### config.mk
export PLATFORM = sky130hd
export DESIGN_NAME = thruster_mix_and_encode_core_flat
export DESIGN_NICKNAME = d
export VERILOG_FILES = /design/src/rtl/core/tme_pkg.sv /design/src/rtl/core/tme_in_if.sv /design/src/rtl/core/tme_out_if.sv /design/src/rtl/core/tme_ctrl.sv /design/src/rtl/core/tme_dp.sv /design/src/rtl/core/thruster_mix_and_encode_core.sv /design/src/flat_wrapper.sv
export SDC_FILE = /design/constraint.sdc
export NUM_CORES = 2
export LEC_CHECK = 0
export ABC_AREA = 1
export BUFFER_PORTS_ARGS = -buffer_cell sky130_fd_sc_hd__buf_4
export CELL_PAD_IN_SITES_DETAIL_PLACEMENT = 0
export CELL_PAD_IN_SITES_GLOBAL_PLACEMENT = 2
export CORE_ASPECT_RATIO = 1.25
export CORE_MARGIN = 2
export CORE_UTILIZATION = 45
export CTS_BUF_LIST = sky130_fd_sc_hd__clkbuf_16
export CTS_CLUSTER_DIAMETER = 120
export DETAILED_ROUTE_END_ITERATION = 16
export PLACE_DENSITY = 0.9
export SYNTH_ARGS = -nofsm -noshare
export SYNTH_HDL_FRONTEND = slang
export SYNTH_SLANG_ARGS = --single-unit
### constraint.sdc
create_clock -name i_clk -period 15 [get_ports i_clk]
set_clock_uncertainty 0.2 [all_clocks]
set_input_delay 0.75 -clock i_clk [delete_from_list [all_inputs] [get_ports i_clk]]
set_output_delay 0.75 -clock i_clk [all_outputs]
set_load 0.03 [all_outputs]
### src/rtl/core/tme_pkg.sv
`default_nettype none

package tme_pkg;

    // Default sizes of the weight matrix
    localparam int MAX_THRUSTERS_DEF = 8;
    localparam int MAX_AXES_DEF      = 6;

    // Axis command fields carried by one drive transaction
    localparam int AXIS_FIELDS = 6;

    // Field widths
    localparam int ACTION_W = 1;
    localparam int SEL_W    = 3;
    localparam int VALUE_W  = 16;
    localparam int INDEX_W  = 3;
    localparam int CODE_W   = 8;

    // Q9.27 sum scaled to a code
    localparam int FRAC_BITS = 27;

    // Configuration port
    localparam int CFG_IDX_W  = 2;
    localparam int CFG_DATA_W = 4;
    localparam int THR_CFG_W  = 4;
    localparam int AXES_CFG_W = 3;

    localparam logic [CFG_IDX_W-1:0] CFG_ACTIVE_THRUSTERS = 2'd0;
    localparam logic [CFG_IDX_W-1:0] CFG_ACTIVE_AXES      = 2'd1;

    localparam logic [THR_CFG_W-1:0]  THR_CFG_RESET  = 4'd8;
    localparam logic [AXES_CFG_W-1:0] AXES_CFG_RESET = 3'd6;

    // Action codes
    localparam logic [ACTION_W-1:0] ACT_LOAD  = 1'b0;
    localparam logic [ACTION_W-1:0] ACT_DRIVE = 1'b1;

    typedef enum logic [1:0] {
        S_IDLE,
        S_MAC,
        S_DRAIN,
        S_EMIT
    } t_ctrl_state;

    typedef struct packed {
        logic wr_en;       // write one weight
        logic latch_axes;  // capture the drive vector
        logic issue;       // read one weight and start one product
        logic first;       // product opens a new row sum
        logic emit;        // load the output register with the row code
        logic emit_last;   // row is the final one of the drive
    } t_dp_cmd;

    typedef struct packed {
        logic pipe_empty;  // no product in flight, row sum is final
        logic out_free;    // output register can take a code this cycle
    } t_dp_sts;

endpackage

`default_nettype wire

### src/rtl/core/tme_in_if.sv
`default_nettype none

interface tme_in_if import tme_pkg::*; ();

    logic                      valid;
    logic                      ready;
    logic [ACTION_W-1:0]       action;
    logic [SEL_W-1:0]          row_sel;
    logic [SEL_W-1:0]          col_sel;
    logic signed [VALUE_W-1:0] weight_value;
    logic signed [VALUE_W-1:0] axis0;
    logic signed [VALUE_W-1:0] axis1;
    logic signed [VALUE_W-1:0] axis2;
    logic signed [VALUE_W-1:0] axis3;
    logic signed [VALUE_W-1:0] axis4;
    logic signed [VALUE_W-1:0] axis5;

    modport source (
        output valid, action, row_sel, col_sel, weight_value,
        output axis0, axis1, axis2, axis3, axis4, axis5,
        input  ready
    );

    modport sink (
        input  valid, action, row_sel, col_sel, weight_value,
        input  axis0, axis1, axis2, axis3, axis4, axis5,
        output ready
    );

endinterface

`default_nettype wire

### src/rtl/core/tme_out_if.sv
`default_nettype none

interface tme_out_if import tme_pkg::*; ();

    logic               valid;
    logic               ready;
    logic [INDEX_W-1:0] thruster_index;
    logic [CODE_W-1:0]  throttle_code;
    logic               last;

    modport source (
        output valid, thruster_index, throttle_code, last,
        input  ready
    );

    modport sink (
        input  valid, thruster_index, throttle_code, last,
        output ready
    );

endinterface

`default_nettype wire

### src/rtl/core/tme_ctrl.sv
`default_nettype none

module tme_ctrl import tme_pkg::*; #(
    parameter int MAX_THRUSTERS = MAX_THRUSTERS_DEF,
    parameter int MAX_AXES      = MAX_AXES_DEF,
    localparam int RW  = (MAX_THRUSTERS > 1) ? $clog2(MAX_THRUSTERS) : 1,
    localparam int JW  = (MAX_AXES > 1) ? $clog2(MAX_AXES) : 1,
    localparam int TCW = $clog2(MAX_THRUSTERS + 1),
    localparam int ACW = $clog2(MAX_AXES + 1)
) (
    input  wire                   i_clk,
    input  wire                   i_rst_n,
    input  wire                   i_cfg_we,
    input  wire [CFG_IDX_W-1:0]   i_cfg_idx,
    input  wire [CFG_DATA_W-1:0]  i_cfg_data,
    input  wire                   i_in_valid,
    input  wire [ACTION_W-1:0]    i_action,
    input  wire [SEL_W-1:0]       i_row_sel,
    input  wire [SEL_W-1:0]       i_col_sel,
    input  t_dp_sts               i_sts,
    output logic                  o_in_ready,
    output t_dp_cmd               o_cmd,
    output logic [RW-1:0]         o_row,
    output logic [JW-1:0]         o_col
);

    t_ctrl_state r_state, n_state;
    logic [RW-1:0] r_row, n_row;
    logic [JW-1:0] r_col, n_col;
    logic [THR_CFG_W-1:0]  r_active_thr;
    logic [AXES_CFG_W-1:0] r_active_axes;

    logic [TCW-1:0] rows_use;
    logic [ACW-1:0] cols_use;
    logic accept, last_row, last_col, load_ok;

    // Saturate the register values to the matrix size; a zero value counts as one
    always_comb begin
        if (r_active_thr == '0) begin
            rows_use = TCW'(1);
        end else if (int'(r_active_thr) > MAX_THRUSTERS) begin
            rows_use = TCW'(MAX_THRUSTERS);
        end else begin
            rows_use = TCW'(r_active_thr);
        end
        if (r_active_axes == '0) begin
            cols_use = ACW'(1);
        end else if (int'(r_active_axes) > MAX_AXES) begin
            cols_use = ACW'(MAX_AXES);
        end else begin
            cols_use = ACW'(r_active_axes);
        end
    end

    assign accept   = i_in_valid && o_in_ready;
    assign last_row = (int'(r_row) + 1 == int'(rows_use));
    assign last_col = (int'(r_col) + 1 == int'(cols_use));
    assign load_ok  = (int'(i_row_sel) < MAX_THRUSTERS) && (int'(i_col_sel) < MAX_AXES);

    always_comb begin
        n_state = r_state;
        case (r_state)
            S_IDLE: begin
                if (accept && i_action == ACT_DRIVE) begin
                    n_state = S_MAC;
                end
            end
            S_MAC: begin
                if (last_col) begin
                    n_state = S_DRAIN;
                end
            end
            S_DRAIN: begin
                if (i_sts.pipe_empty) begin
                    n_state = S_EMIT;
                end
            end
            S_EMIT: begin
                if (i_sts.out_free) begin
                    n_state = last_row ? S_IDLE : S_MAC;
                end
            end
            default: begin
                n_state = S_IDLE;
            end
        endcase
    end

    always_comb begin
        o_in_ready       = 1'b0;
        o_cmd            = '0;
        o_cmd.first      = (r_col == '0);
        o_cmd.emit_last  = last_row;
        case (r_state)
            S_IDLE: begin
                o_in_ready       = 1'b1;
                o_cmd.wr_en      = accept && (i_action == ACT_LOAD) && load_ok;
                o_cmd.latch_axes = accept && (i_action == ACT_DRIVE);
            end
            S_MAC: begin
                o_cmd.issue = 1'b1;
            end
            S_EMIT: begin
                o_cmd.emit = i_sts.out_free;
            end
            default: begin
            end
        endcase
    end

    always_comb begin
        n_row = r_row;
        n_col = r_col;
        case (r_state)
            S_IDLE: begin
                n_row = '0;
                n_col = '0;
            end
            S_MAC: begin
                n_col = last_col ? '0 : r_col + JW'(1);
            end
            S_EMIT: begin
                if (i_sts.out_free && !last_row) begin
                    n_row = r_row + RW'(1);
                end
            end
            default: begin
            end
        endcase
    end

    assign o_row = r_row;
    assign o_col = r_col;

    always_ff @(posedge i_clk) begin
        if (!i_rst_n) begin
            r_state       <= S_IDLE;
            r_row         <= '0;
            r_col         <= '0;
            r_active_thr  <= THR_CFG_RESET;
            r_active_axes <= AXES_CFG_RESET;
        end else begin
            r_state <= n_state;
            r_row   <= n_row;
            r_col   <= n_col;
            if (i_cfg_we && i_cfg_idx == CFG_ACTIVE_THRUSTERS) begin
                r_active_thr <= i_cfg_data[THR_CFG_W-1:0];
            end
            if (i_cfg_we && i_cfg_idx == CFG_ACTIVE_AXES) begin
                r_active_axes <= i_cfg_data[AXES_CFG_W-1:0];
            end
        end
    end

endmodule

`default_nettype wire

### src/rtl/core/tme_dp.sv
`default_nettype none

module tme_dp import tme_pkg::*; #(
    parameter int MAX_THRUSTERS = MAX_THRUSTERS_DEF,
    parameter int MAX_AXES      = MAX_AXES_DEF,
    localparam int RW    = (MAX_THRUSTERS > 1) ? $clog2(MAX_THRUSTERS) : 1,
    localparam int JW    = (MAX_AXES > 1) ? $clog2(MAX_AXES) : 1,
    localparam int DEPTH = MAX_THRUSTERS * MAX_AXES,
    localparam int AW    = (DEPTH > 1) ? $clog2(DEPTH) : 1
) (
    input  wire                                    i_clk,
    input  wire                                    i_rst_n,
    input  t_dp_cmd                                i_cmd,
    input  wire [RW-1:0]                           i_row,
    input  wire [JW-1:0]                           i_col,
    input  wire [SEL_W-1:0]                        i_ld_row,
    input  wire [SEL_W-1:0]                        i_ld_col,
    input  wire [VALUE_W-1:0]                      i_ld_weight,
    input  wire [AXIS_FIELDS-1:0][VALUE_W-1:0]     i_axis,
    input  wire                                    i_out_ready,
    output t_dp_sts                                o_sts,
    output logic                                   o_out_valid,
    output logic [INDEX_W-1:0]                     o_out_index,
    output logic [CODE_W-1:0]                      o_out_code,
    output logic                                   o_out_last
);

    localparam int PROD_W = 2 * VALUE_W;
    localparam int SUM_W  = PROD_W + $clog2(MAX_AXES) + 1;
    localparam int VW     = SUM_W + 8;
    localparam logic signed [VW-1:0] CODE_HI = VW'(128) <<< FRAC_BITS;
    localparam logic signed [VW-1:0] CODE_LO = -(VW'(127) <<< FRAC_BITS);

    logic [VALUE_W-1:0] r_mem [DEPTH];

    logic [AW-1:0] wr_addr, rd_addr;
    logic signed [VALUE_W-1:0] r_axis [AXIS_FIELDS];
    logic signed [VALUE_W-1:0] axis_sel;
    logic signed [VALUE_W-1:0] r_rd_data, r_axis_q;
    logic signed [PROD_W-1:0]  r_prod;
    logic signed [SUM_W-1:0]   r_acc;
    logic signed [VW-1:0]      scaled;
    logic [CODE_W-1:0]         code;
    logic r_v1, r_v2, r_first1, r_first2;

    assign wr_addr = AW'(int'(i_ld_row) * MAX_AXES + int'(i_ld_col));
    assign rd_addr = AW'(int'(i_row) * MAX_AXES + int'(i_col));

    // Columns past the carried axis fields read as zero
    always_comb begin
        axis_sel = '0;
        for (int k = 0; k < AXIS_FIELDS; k++) begin
            if (int'(i_col) == k) begin
                axis_sel = r_axis[k];
            end
        end
    end

    always_ff @(posedge i_clk) begin
        if (i_cmd.wr_en) begin
            r_mem[wr_addr] <= i_ld_weight;
        end
        if (i_cmd.issue) begin
            r_rd_data <= signed'(r_mem[rd_addr]);
        end
    end

    always_ff @(posedge i_clk) begin
        if (i_cmd.latch_axes) begin
            for (int k = 0; k < AXIS_FIELDS; k++) begin
                r_axis[k] <= signed'(i_axis[k]);
            end
        end
        if (i_cmd.issue) begin
            r_axis_q <= axis_sel;
            r_first1 <= i_cmd.first;
        end
        if (r_v1) begin
            r_prod   <= r_rd_data * r_axis_q;
            r_first2 <= r_first1;
        end
        if (r_v2) begin
            r_acc <= r_first2 ? SUM_W'(r_prod) : r_acc + SUM_W'(r_prod);
        end
    end

    // code = floor(127 * sum / 2^27) + 128, saturated to 1..255
    assign scaled = (VW'(r_acc) <<< 7) - VW'(r_acc);

    always_comb begin
        if (scaled >= CODE_HI) begin
            code = 8'd255;
        end else if (scaled < CODE_LO) begin
            code = 8'd1;
        end else begin
            code = CODE_W'((scaled + CODE_HI) >>> FRAC_BITS);
        end
    end

    always_ff @(posedge i_clk) begin
        if (!i_rst_n) begin
            r_v1        <= 1'b0;
            r_v2        <= 1'b0;
            o_out_valid <= 1'b0;
        end else begin
            r_v1 <= i_cmd.issue;
            r_v2 <= r_v1;
            if (i_cmd.emit) begin
                o_out_valid <= 1'b1;
            end else if (i_out_ready) begin
                o_out_valid <= 1'b0;
            end
        end
    end

    always_ff @(posedge i_clk) begin
        if (i_cmd.emit) begin
            o_out_index <= INDEX_W'(i_row);
            o_out_code  <= code;
            o_out_last  <= i_cmd.emit_last;
        end
    end

    assign o_sts.pipe_empty = !r_v1 && !r_v2;
    assign o_sts.out_free   = !o_out_valid || i_out_ready;

endmodule

`default_nettype wire

### src/rtl/core/thruster_mix_and_encode_core.sv
`default_nettype none

// Channel   Dir  Role     Payload
// i_in      in   sink     action, row_sel, col_sel, weight_value, axis0..axis5
// o_out     out  source   thruster_index, throttle_code, last
// i_cfg_*   in   write    register index, data (active_thrusters, active_axes)
//
// A load transaction writes its weight at its accept edge. During a drive,
// each row streams its columns through the single multiply-accumulate path
// (one weight read per cycle from the matrix memory), drains that path and
// then waits for the output register to be free. Reset idles the controller
// and sets the configuration registers to their defaults; matrix weights are
// undefined until loaded. A stalled output holds the row code and holds the
// next row in the encoder; the input is taken again once the last code is stored.

module thruster_mix_and_encode_core import tme_pkg::*; #(
    parameter int MAX_THRUSTERS = MAX_THRUSTERS_DEF,
    parameter int MAX_AXES      = MAX_AXES_DEF
) (
    input  wire                  i_clk,
    input  wire                  i_rst_n,
    input  wire                  i_cfg_we,
    input  wire [CFG_IDX_W-1:0]  i_cfg_idx,
    input  wire [CFG_DATA_W-1:0] i_cfg_data,
    tme_in_if.sink               i_in,
    tme_out_if.source            o_out
);

    localparam int RW = (MAX_THRUSTERS > 1) ? $clog2(MAX_THRUSTERS) : 1;
    localparam int JW = (MAX_AXES > 1) ? $clog2(MAX_AXES) : 1;

    t_dp_cmd cmd;
    t_dp_sts sts;
    logic [RW-1:0] row;
    logic [JW-1:0] col;
    logic [AXIS_FIELDS-1:0][VALUE_W-1:0] axis_vec;

    // Gather the drive vector in field order
    assign axis_vec = {i_in.axis5, i_in.axis4, i_in.axis3,
                       i_in.axis2, i_in.axis1, i_in.axis0};

    // Sequence rows and columns, hold configuration
    tme_ctrl #(
        .MAX_THRUSTERS (MAX_THRUSTERS),
        .MAX_AXES      (MAX_AXES)
    ) u_ctrl (
        .i_clk      (i_clk),
        .i_rst_n    (i_rst_n),
        .i_cfg_we   (i_cfg_we),
        .i_cfg_idx  (i_cfg_idx),
        .i_cfg_data (i_cfg_data),
        .i_in_valid (i_in.valid),
        .i_action   (i_in.action),
        .i_row_sel  (i_in.row_sel),
        .i_col_sel  (i_in.col_sel),
        .i_sts      (sts),
        .o_in_ready (i_in.ready),
        .o_cmd      (cmd),
        .o_row      (row),
        .o_col      (col)
    );

    // Weight memory, multiply-accumulate, encoder and output register
    tme_dp #(
        .MAX_THRUSTERS (MAX_THRUSTERS),
        .MAX_AXES      (MAX_AXES)
    ) u_dp (
        .i_clk       (i_clk),
        .i_rst_n     (i_rst_n),
        .i_cmd       (cmd),
        .i_row       (row),
        .i_col       (col),
        .i_ld_row    (i_in.row_sel),
        .i_ld_col    (i_in.col_sel),
        .i_ld_weight (i_in.weight_value),
        .i_axis      (axis_vec),
        .i_out_ready (o_out.ready),
        .o_sts       (sts),
        .o_out_valid (o_out.valid),
        .o_out_index (o_out.thruster_index),
        .o_out_code  (o_out.throttle_code),
        .o_out_last  (o_out.last)
    );

endmodule

`default_nettype wire
### src/flat_wrapper.sv
// flat-port wrapper written by rule: the top's interface ports become plain ports
module thruster_mix_and_encode_core_flat import tme_pkg::*;
#(
    parameter int MAX_THRUSTERS = MAX_THRUSTERS_DEF,
    parameter int MAX_AXES      = MAX_AXES_DEF
)
  (i_clk, i_rst_n, i_cfg_we, i_cfg_idx, i_cfg_data, i_in_valid, i_in_action, i_in_row_sel, i_in_col_sel, i_in_weight_value, i_in_axis0, i_in_axis1, i_in_axis2, i_in_axis3, i_in_axis4, i_in_axis5, i_in_ready, o_out_valid, o_out_thruster_index, o_out_throttle_code, o_out_last, o_out_ready);
  tme_in_if i_in_i ();
  tme_out_if o_out_i ();
  input  wire i_clk;
  input  wire i_rst_n;
  input  wire i_cfg_we;
  input  wire [CFG_IDX_W-1:0] i_cfg_idx;
  input  wire [CFG_DATA_W-1:0] i_cfg_data;
  input wire logic [$bits(i_in_i.valid)-1:0] i_in_valid;
  input wire logic [$bits(i_in_i.action)-1:0] i_in_action;
  input wire logic [$bits(i_in_i.row_sel)-1:0] i_in_row_sel;
  input wire logic [$bits(i_in_i.col_sel)-1:0] i_in_col_sel;
  input wire logic [$bits(i_in_i.weight_value)-1:0] i_in_weight_value;
  input wire logic [$bits(i_in_i.axis0)-1:0] i_in_axis0;
  input wire logic [$bits(i_in_i.axis1)-1:0] i_in_axis1;
  input wire logic [$bits(i_in_i.axis2)-1:0] i_in_axis2;
  input wire logic [$bits(i_in_i.axis3)-1:0] i_in_axis3;
  input wire logic [$bits(i_in_i.axis4)-1:0] i_in_axis4;
  input wire logic [$bits(i_in_i.axis5)-1:0] i_in_axis5;
  output wire logic [$bits(i_in_i.ready)-1:0] i_in_ready;
  output wire logic [$bits(o_out_i.valid)-1:0] o_out_valid;
  output wire logic [$bits(o_out_i.thruster_index)-1:0] o_out_thruster_index;
  output wire logic [$bits(o_out_i.throttle_code)-1:0] o_out_throttle_code;
  output wire logic [$bits(o_out_i.last)-1:0] o_out_last;
  input wire logic [$bits(o_out_i.ready)-1:0] o_out_ready;
  assign i_in_i.valid = i_in_valid;
  assign i_in_i.action = i_in_action;
  assign i_in_i.row_sel = i_in_row_sel;
  assign i_in_i.col_sel = i_in_col_sel;
  assign i_in_i.weight_value = i_in_weight_value;
  assign i_in_i.axis0 = i_in_axis0;
  assign i_in_i.axis1 = i_in_axis1;
  assign i_in_i.axis2 = i_in_axis2;
  assign i_in_i.axis3 = i_in_axis3;
  assign i_in_i.axis4 = i_in_axis4;
  assign i_in_i.axis5 = i_in_axis5;
  assign i_in_ready = i_in_i.ready;
  assign o_out_valid = o_out_i.valid;
  assign o_out_thruster_index = o_out_i.thruster_index;
  assign o_out_throttle_code = o_out_i.throttle_code;
  assign o_out_last = o_out_i.last;
  assign o_out_i.ready = o_out_ready;
  thruster_mix_and_encode_core #(.MAX_THRUSTERS(MAX_THRUSTERS), .MAX_AXES(MAX_AXES)) u_core (.i_clk(i_clk), .i_rst_n(i_rst_n), .i_cfg_we(i_cfg_we), .i_cfg_idx(i_cfg_idx), .i_cfg_data(i_cfg_data), .i_in(i_in_i), .o_out(o_out_i));
endmodule
# Word level (Yosys, flattened, before mapping)
# Memory sizes are Yosys's and may differ from the RTL's. A register that Yosys moved wholly into a read port is not among the register bits.
# Index checks and enable logic that the tools add are counted.
[totals]
wordCells = 110
ramBits = 864
in_bits = 130
out_inout_bits = 14
mem_count = 2
regBits = 116
[mem_list]
columns = ["memory", "words", "word_bits", "rd", "rd_ports_with_merged_regs", "write_ports", "line_no", "text"]
rows = [
  ["u_core.u_dp.r_mem", 48, 16, 1, 1, 1, "tme_dp.sv:34", "logic [VALUE_W-1:0] r_mem [DEPTH];"],
  ["u_core.u_dp.r_axis", 6, 16, 6, 0, 6, "tme_dp.sv:37", "logic signed [VALUE_W-1:0] r_axis [AXIS_FIELDS];"],
]
[classes]
n_reduce_logical = 25
order_cmp = 5
add_sub_neg = 9
mux = 32
n_eq_ne = 16
mul = 3
bitwise_logic = 1
[ops]
columns = ["op", "n"]
rows = [
  ["2-to-1 mux 16 bit", 6],
  [">= comparator 44 x 36 -> 1 bit, second input constant", 1],
  ["< comparator 44 x 35 -> 1 bit, second input constant", 1],
  ["subtractor 43 x 36 -> 44 bit", 1],
  ["adder 36 x 32 -> 36 bit", 1],
  ["2-to-1 mux 36 bit", 1],
  ["adder 35 bit, second input constant", 1],
  ["multiplier 16 x 16 -> 32 bit", 1],
  ["== test 3 bit, second input constant", 4],
  ["2-to-1 mux 3 bit", 4],
  ["one-hot mux 3 bit (2 select lines)", 2],
  ["multiplier 3 x 2 -> 5 bit, second input constant", 2],
  ["2-to-1 mux 1 bit", 10],
  ["2-to-1 mux 2 bit", 5],
  ["logical NOT 3 bit", 3],
  ["adder 3 x 1 -> 4 bit, second input constant", 2],
  ["logical AND 1 bit", 8],
  ["2-to-1 mux 4 bit", 2],
  ["2-to-1 mux 8 bit", 1],
  ["inequality test 2 bit, second input constant", 4],
  ["one-hot mux 2 bit (4 select lines)", 1],
  ["adder 3 x 1 -> 3 bit, second input constant", 2],
  ["adder 6 x 3 -> 6 bit", 1],
  ["adder 6 x 4 -> 6 bit", 1],
  ["other kinds (18)", 26],
]

# Logic depth before layout (Yosys ltp)
[logic_depth]
depth_word = 8
mapped_depth = 25
depth_no_buf = 23

# By module
# A second synthesis with hierarchy kept.
[hier_totals]
hier_cells = 5098
hier_area_um2 = 54564.8
[by_module_without_submodules]
columns = ["mod", "n_inst", "seq_area_each_um2", "cells_each", "area_per_inst_um2"]
rows = [
  ["tme_dp", 1, 29428.2, 4954, 53597.7],
  ["tme_ctrl", 1, 300.3, 144, 967.2],
]

# Least setup slack after synthesis
# Ideal clock, no wire load.
[synth_timing]
path_type = "reg-to-reg"
from = "reg u_core.u_dp.r_rd_data[15], read port of u_core.u_dp.r_mem"
to = "reg u_core.u_dp.r_prod[28] (data pin)"
arrival_ns = 5.724
required_time_ns = 14.538
setup_ns = 0.262
synth_period_minus_slack_ns = 6.186
n_path_buf = 1
stages_incl_launch_ff = 21
path_slack_ns = 8.814
path_cell_list = "edfxtp_1 > clkbuf_1 > nand2_1 > inv_1 > fa_1 > fa_1 > inv_1 > fa_1 > fa_1 > fa_1 > fa_1 > inv_1 > ha_1 > nand2_1 > nor4_1 > nand2_1 > o211ai_1 > nand3_1 > nand2_1 > a21oi_1 > xor2_1"
[synth_between]
elab_chain_len = 1
[synth_rtl]
columns = ["item", "line_no", "text"]
rows = [
  ["start, declared", "tme_dp.sv:39", "logic signed [VALUE_W-1:0] r_rd_data, r_axis_q;"],
  ["multiplier 16 x 16 -> 32 bit", "tme_dp.sv:79", "r_prod <= r_rd_data * r_axis_q;"],
  ["end signal, assigned", "tme_dp.sv:79", ""],
  ["end, declared", "tme_dp.sv:40", "logic signed [PROD_W-1:0] r_prod;"],
]
# Every way passes these cells.
# A chain may end at the register's enable or synchronous reset.

# Final worst setup path
[layout_timing]
from = "reg u_core.u_dp.r_axis_q[1]"
to = "reg u_core.u_dp.r_prod[28] (data pin)"
[layout_between]
elab_chain_len = 1
[layout_rtl]
columns = ["item", "line_no", "text"]
rows = [
  ["start, declared", "tme_dp.sv:39", ""],
  ["start signal, assigned", "tme_dp.sv:75", "r_axis_q <= axis_sel;"],
  ["multiplier 16 x 16 -> 32 bit", "tme_dp.sv:79", ""],
]
# Every way passes these cells.

==> results.sh <==
export IMPL_status="complete, no violations"
export IMPL_critical_path_class="flip-flop to flip-flop"
export IMPL_drc_errors=0
export IMPL_nFillCells=10600
export IMPL_die_x_um=315
export IMPL_yosysMostFrequentCell="edfxtp_1"
export IMPL_r2r_end="u_core.u_dp.r_prod[28]"
export IMPL_reg2reg_slack_ns=8.25
export IMPL_wl_met3_mm=5.47
export IMPL_wl_met1_mm=54.8
export IMPL_wl_met2_mm=77.6
export IMPL_async_reset_ff_frac=0
export IMPL_crit_fanout=16
export IMPL_netlist_area_um2=54400
export IMPL_top_layer="met5"
export IMPL_synth_flop_cell="edfxtp_1"
export IMPL_min_period_ns=6.75
export IMPL_finalMaxSlewViolations=0
export IMPL_antenna_found_initial=2
export IMPL_synth_top_area_frac=0.540
export IMPL_synthCells=5022
export IMPL_nets=5769
export IMPL_clockBufferDepth=3
export IMPL_endpoint_kind="flip-flop"
export IMPL_place_area_um2=57100
export IMPL_clock_latency_ns=0.70
export IMPL_grt_ovfl_total=0
export IMPL_cts_sinks=996
export IMPL_r2r_start="u_core.u_dp.r_axis_q[1]"
export IMPL_coreArea_um2=120000
export IMPL_cpPeakStageDelay_ns=0.78
export IMPL_cp_common_cell="fa_1"
export IMPL_fin_area_um2=61100
export IMPL_setup_violations_final=0
export IMPL_ys_seq_area_frac=0.547
export IMPL_yosysWarnings=0
export IMPL_holdWs_ns=0.0363
export IMPL_finalHoldViolCount=0
export IMPL_fmax_mhz=148
export IMPL_hp_class="input pin to flip-flop"
export IMPL_cts_resized_gates=0
export IMPL_drtAntennaViolNets=0
export IMPL_synth_edf_count=978
export IMPL_layout_setup_ws_ns=8.25
export IMPL_dr_pass1_iters=5
export IMPL_cp_arrival_ns=6.97
export IMPL_dieArea_um2=124000
export IMPL_cts_tree="done"
export IMPL_slew_headroom=0.147
export IMPL_area_delta_synth_final_pct=12.4
export IMPL_timing_setup_tns_ns=0
export IMPL_layout_drive_gt1_share=0.0824
export IMPL_synth_seq_cells=996
export IMPL_dp_hpwl_mm=98.2
export IMPL_avgSynthCellArea_um2=10.8
export IMPL_track_usage=0.232
export IMPL_synthesis_nets=5590
export IMPL_crit_path_cell_trace="nand2_1 -> inv_1 -> fa_1 -> fa_1 -> inv_1 -> fa_1 -> fa_1 -> fa_1 -> fa_1 -> inv_1 -> ha_1 -> nand2_1 -> nor4_1 -> nand2_1 -> o211ai_1 -> nand3_1 -> nand2_1 -> a21oi_1 -> xor2_1"
export IMPL_ctsHtreeMaxLevel=3
export IMPL_port_buffers=143
export IMPL_num_vias=36800
export IMPL_netlist_top_cells_area="edfxtp_1, fa_1, nand2_1"
export IMPL_rows=142
export IMPL_drt_wl_total_mm=144
export IMPL_cp_start_kind="flip-flop"
export IMPL_ios=144
export IMPL_grt_start_max_net_pins=146
export IMPL_start_util=0.453
export IMPL_grt_pass1_vias=36400
export IMPL_worst_slew_pin_slew_ns=1.27
export IMPL_die_y_um=393
export IMPL_synth_common_cells="edfxtp_1, nand2_1, inv_1, nor2_1, o21ai_0"
export IMPL_ys_types=55
export IMPL_clk_pin_slew_ns=0.06
export IMPL_worstRegToRegCells=19
export IMPL_grt_pass1_wl_mm=216
export IMPL_preCtsSetupSlack_ns=8.29
export IMPL_crit_path_top_delay_cell="fa_1"
export IMPL_numCtsBuffers=97
export IMPL_hold_path_startpoint="i_in_axis2[12]"
export IMPL_wl_per_cell_um=21.0
export IMPL_min_to="u_core.u_dp.r_axis[2][12]"
export IMPL_cap_violations=0
export IMPL_whs_path_depth=1
export IMPL_viasPerCell=5.35
export IMPL_fin_crit_sh=0.450
export IMPL_yosysTopAreaCell="edfxtp_1"
export IMPL_drt_iter0_drc=2923
export IMPL_rsz0062_at_grt="false"
export IMPL_root_buffer="clkbuf_16"
export IMPL_required_ns=15.22
export IMPL_gp_congestion=0.845
cells by family (layout without fill, tap and decap cells):
logic type	Yosys count	count (layout)	share of synthesized area
fa+ha+maj	438	438	0.138
buf+inv	935	1189	0.0661
simple gates	1702	1702	0.127
flops	996	996	0.547
other cells	0	4	0
compound gates	764	764	0.0892
mux	129	129	0.0238
xor+xnor	58	58	0.00948
layer usage:
metal | GRT usage | vias to the layer above
met1 | 0.270 | 18200
met4 | 0.106 | 2
met3 | 0.0229 | 248
met5 | 0 | -
met2 | 0.430 | 841
li1 | - | 17400
cell type report:
type                            instances  area [um^2]  share of cell area
Clock buffer                           97         2430              0.0397
Tap cell                             1584         1980              0.0324
Antenna cell                            4         10.0            0.000164
Sequential cell                       996        29700               0.487
Inverter                              705         2650              0.0434
Multi-Input combinational cell       3091        21100               0.345
Clock inverter                         77          617              0.0101
Timing Repair Buffer                  310         2590              0.0425
per-stage QoR:
stage	std cells	utilization
after floorplan	5022	-
after global placement	6594	0.476
after detailed placement	6594	0.476
after CTS	6860	0.509
after global routing	6861	0.510
final	6864	0.510
cells in the final DEF, fill, tap and decap left out, drive strengths merged, types with 123 or more instances in the layout:
master    n
nand2   840
fa      267
nand3   217
buf     218
nor2    580
o221ai  123
edfxtp  978
inv     716
mux2i   129
o21ai   323
a21oi   124
ha      171
worst max-delay path: cells and delay by family, from the launching register on:
family / cells / cell delay (ns)
AO/OA/AOI/OAI: 2 / 0.35
XOR/XNOR: 1 / 0.14
adder cells (fa/ha/maj): 7 / 3.67
buffers and inverters: 3 / 0.38
flip-flops: 1 / 0.73
AND/OR/NAND/NOR: 6 / 1.00
worst max-delay path by stage:
stage,start,end,cells after the start
finish,u_core.u_dp.r_axis_q[1],u_core.u_dp.r_prod[28],19
global route,u_core.u_dp.r_axis_q[1],u_core.u_dp.r_prod[28],19
CTS,u_core.u_dp.r_axis_q[1],u_core.u_dp.r_prod[29],21
detailed placement,u_core.u_dp.r_axis_q[1],u_core.u_dp.r_prod[29],21
global placement,u_core.u_dp.r_axis_q[1],u_core.u_dp.r_prod[28],19
floorplan,u_core.u_dp.r_rd_data[15],u_core.u_dp.r_prod[28],20
sequential cells by signal, summed over array words and instances, names as in the netlist:
register	count
u_core.u_ctrl.o_col	3
u_core.u_ctrl.o_row	3
u_core.u_ctrl.r_active_axes	3
u_core.u_ctrl.r_active_thr	4
u_core.u_ctrl.r_state	2
u_core.u_dp.o_out_code	8
u_core.u_dp.o_out_index	3
u_core.u_dp.o_out_last	1
u_core.u_dp.o_out_valid	1
u_core.u_dp.r_acc	36
u_core.u_dp.r_axis	96
u_core.u_dp.r_axis_q	16
u_core.u_dp.r_first1	1
u_core.u_dp.r_first2	1
u_core.u_dp.r_mem	768
u_core.u_dp.r_prod	32
u_core.u_dp.r_rd_data	16
u_core.u_dp.r_v1	1
u_core.u_dp.r_v2	1
what timing repair did:
action / in CTS / in global routing
hold buffers: 92 / 0
setup buffers: 0 / 0
setup endpoints to repair: 0 / 0
endpoints found under the hold margin: 92 / 0
Power is not shown: default switching activity piles up to over one toggle a cycle in this logic, so the estimate is an artifact.
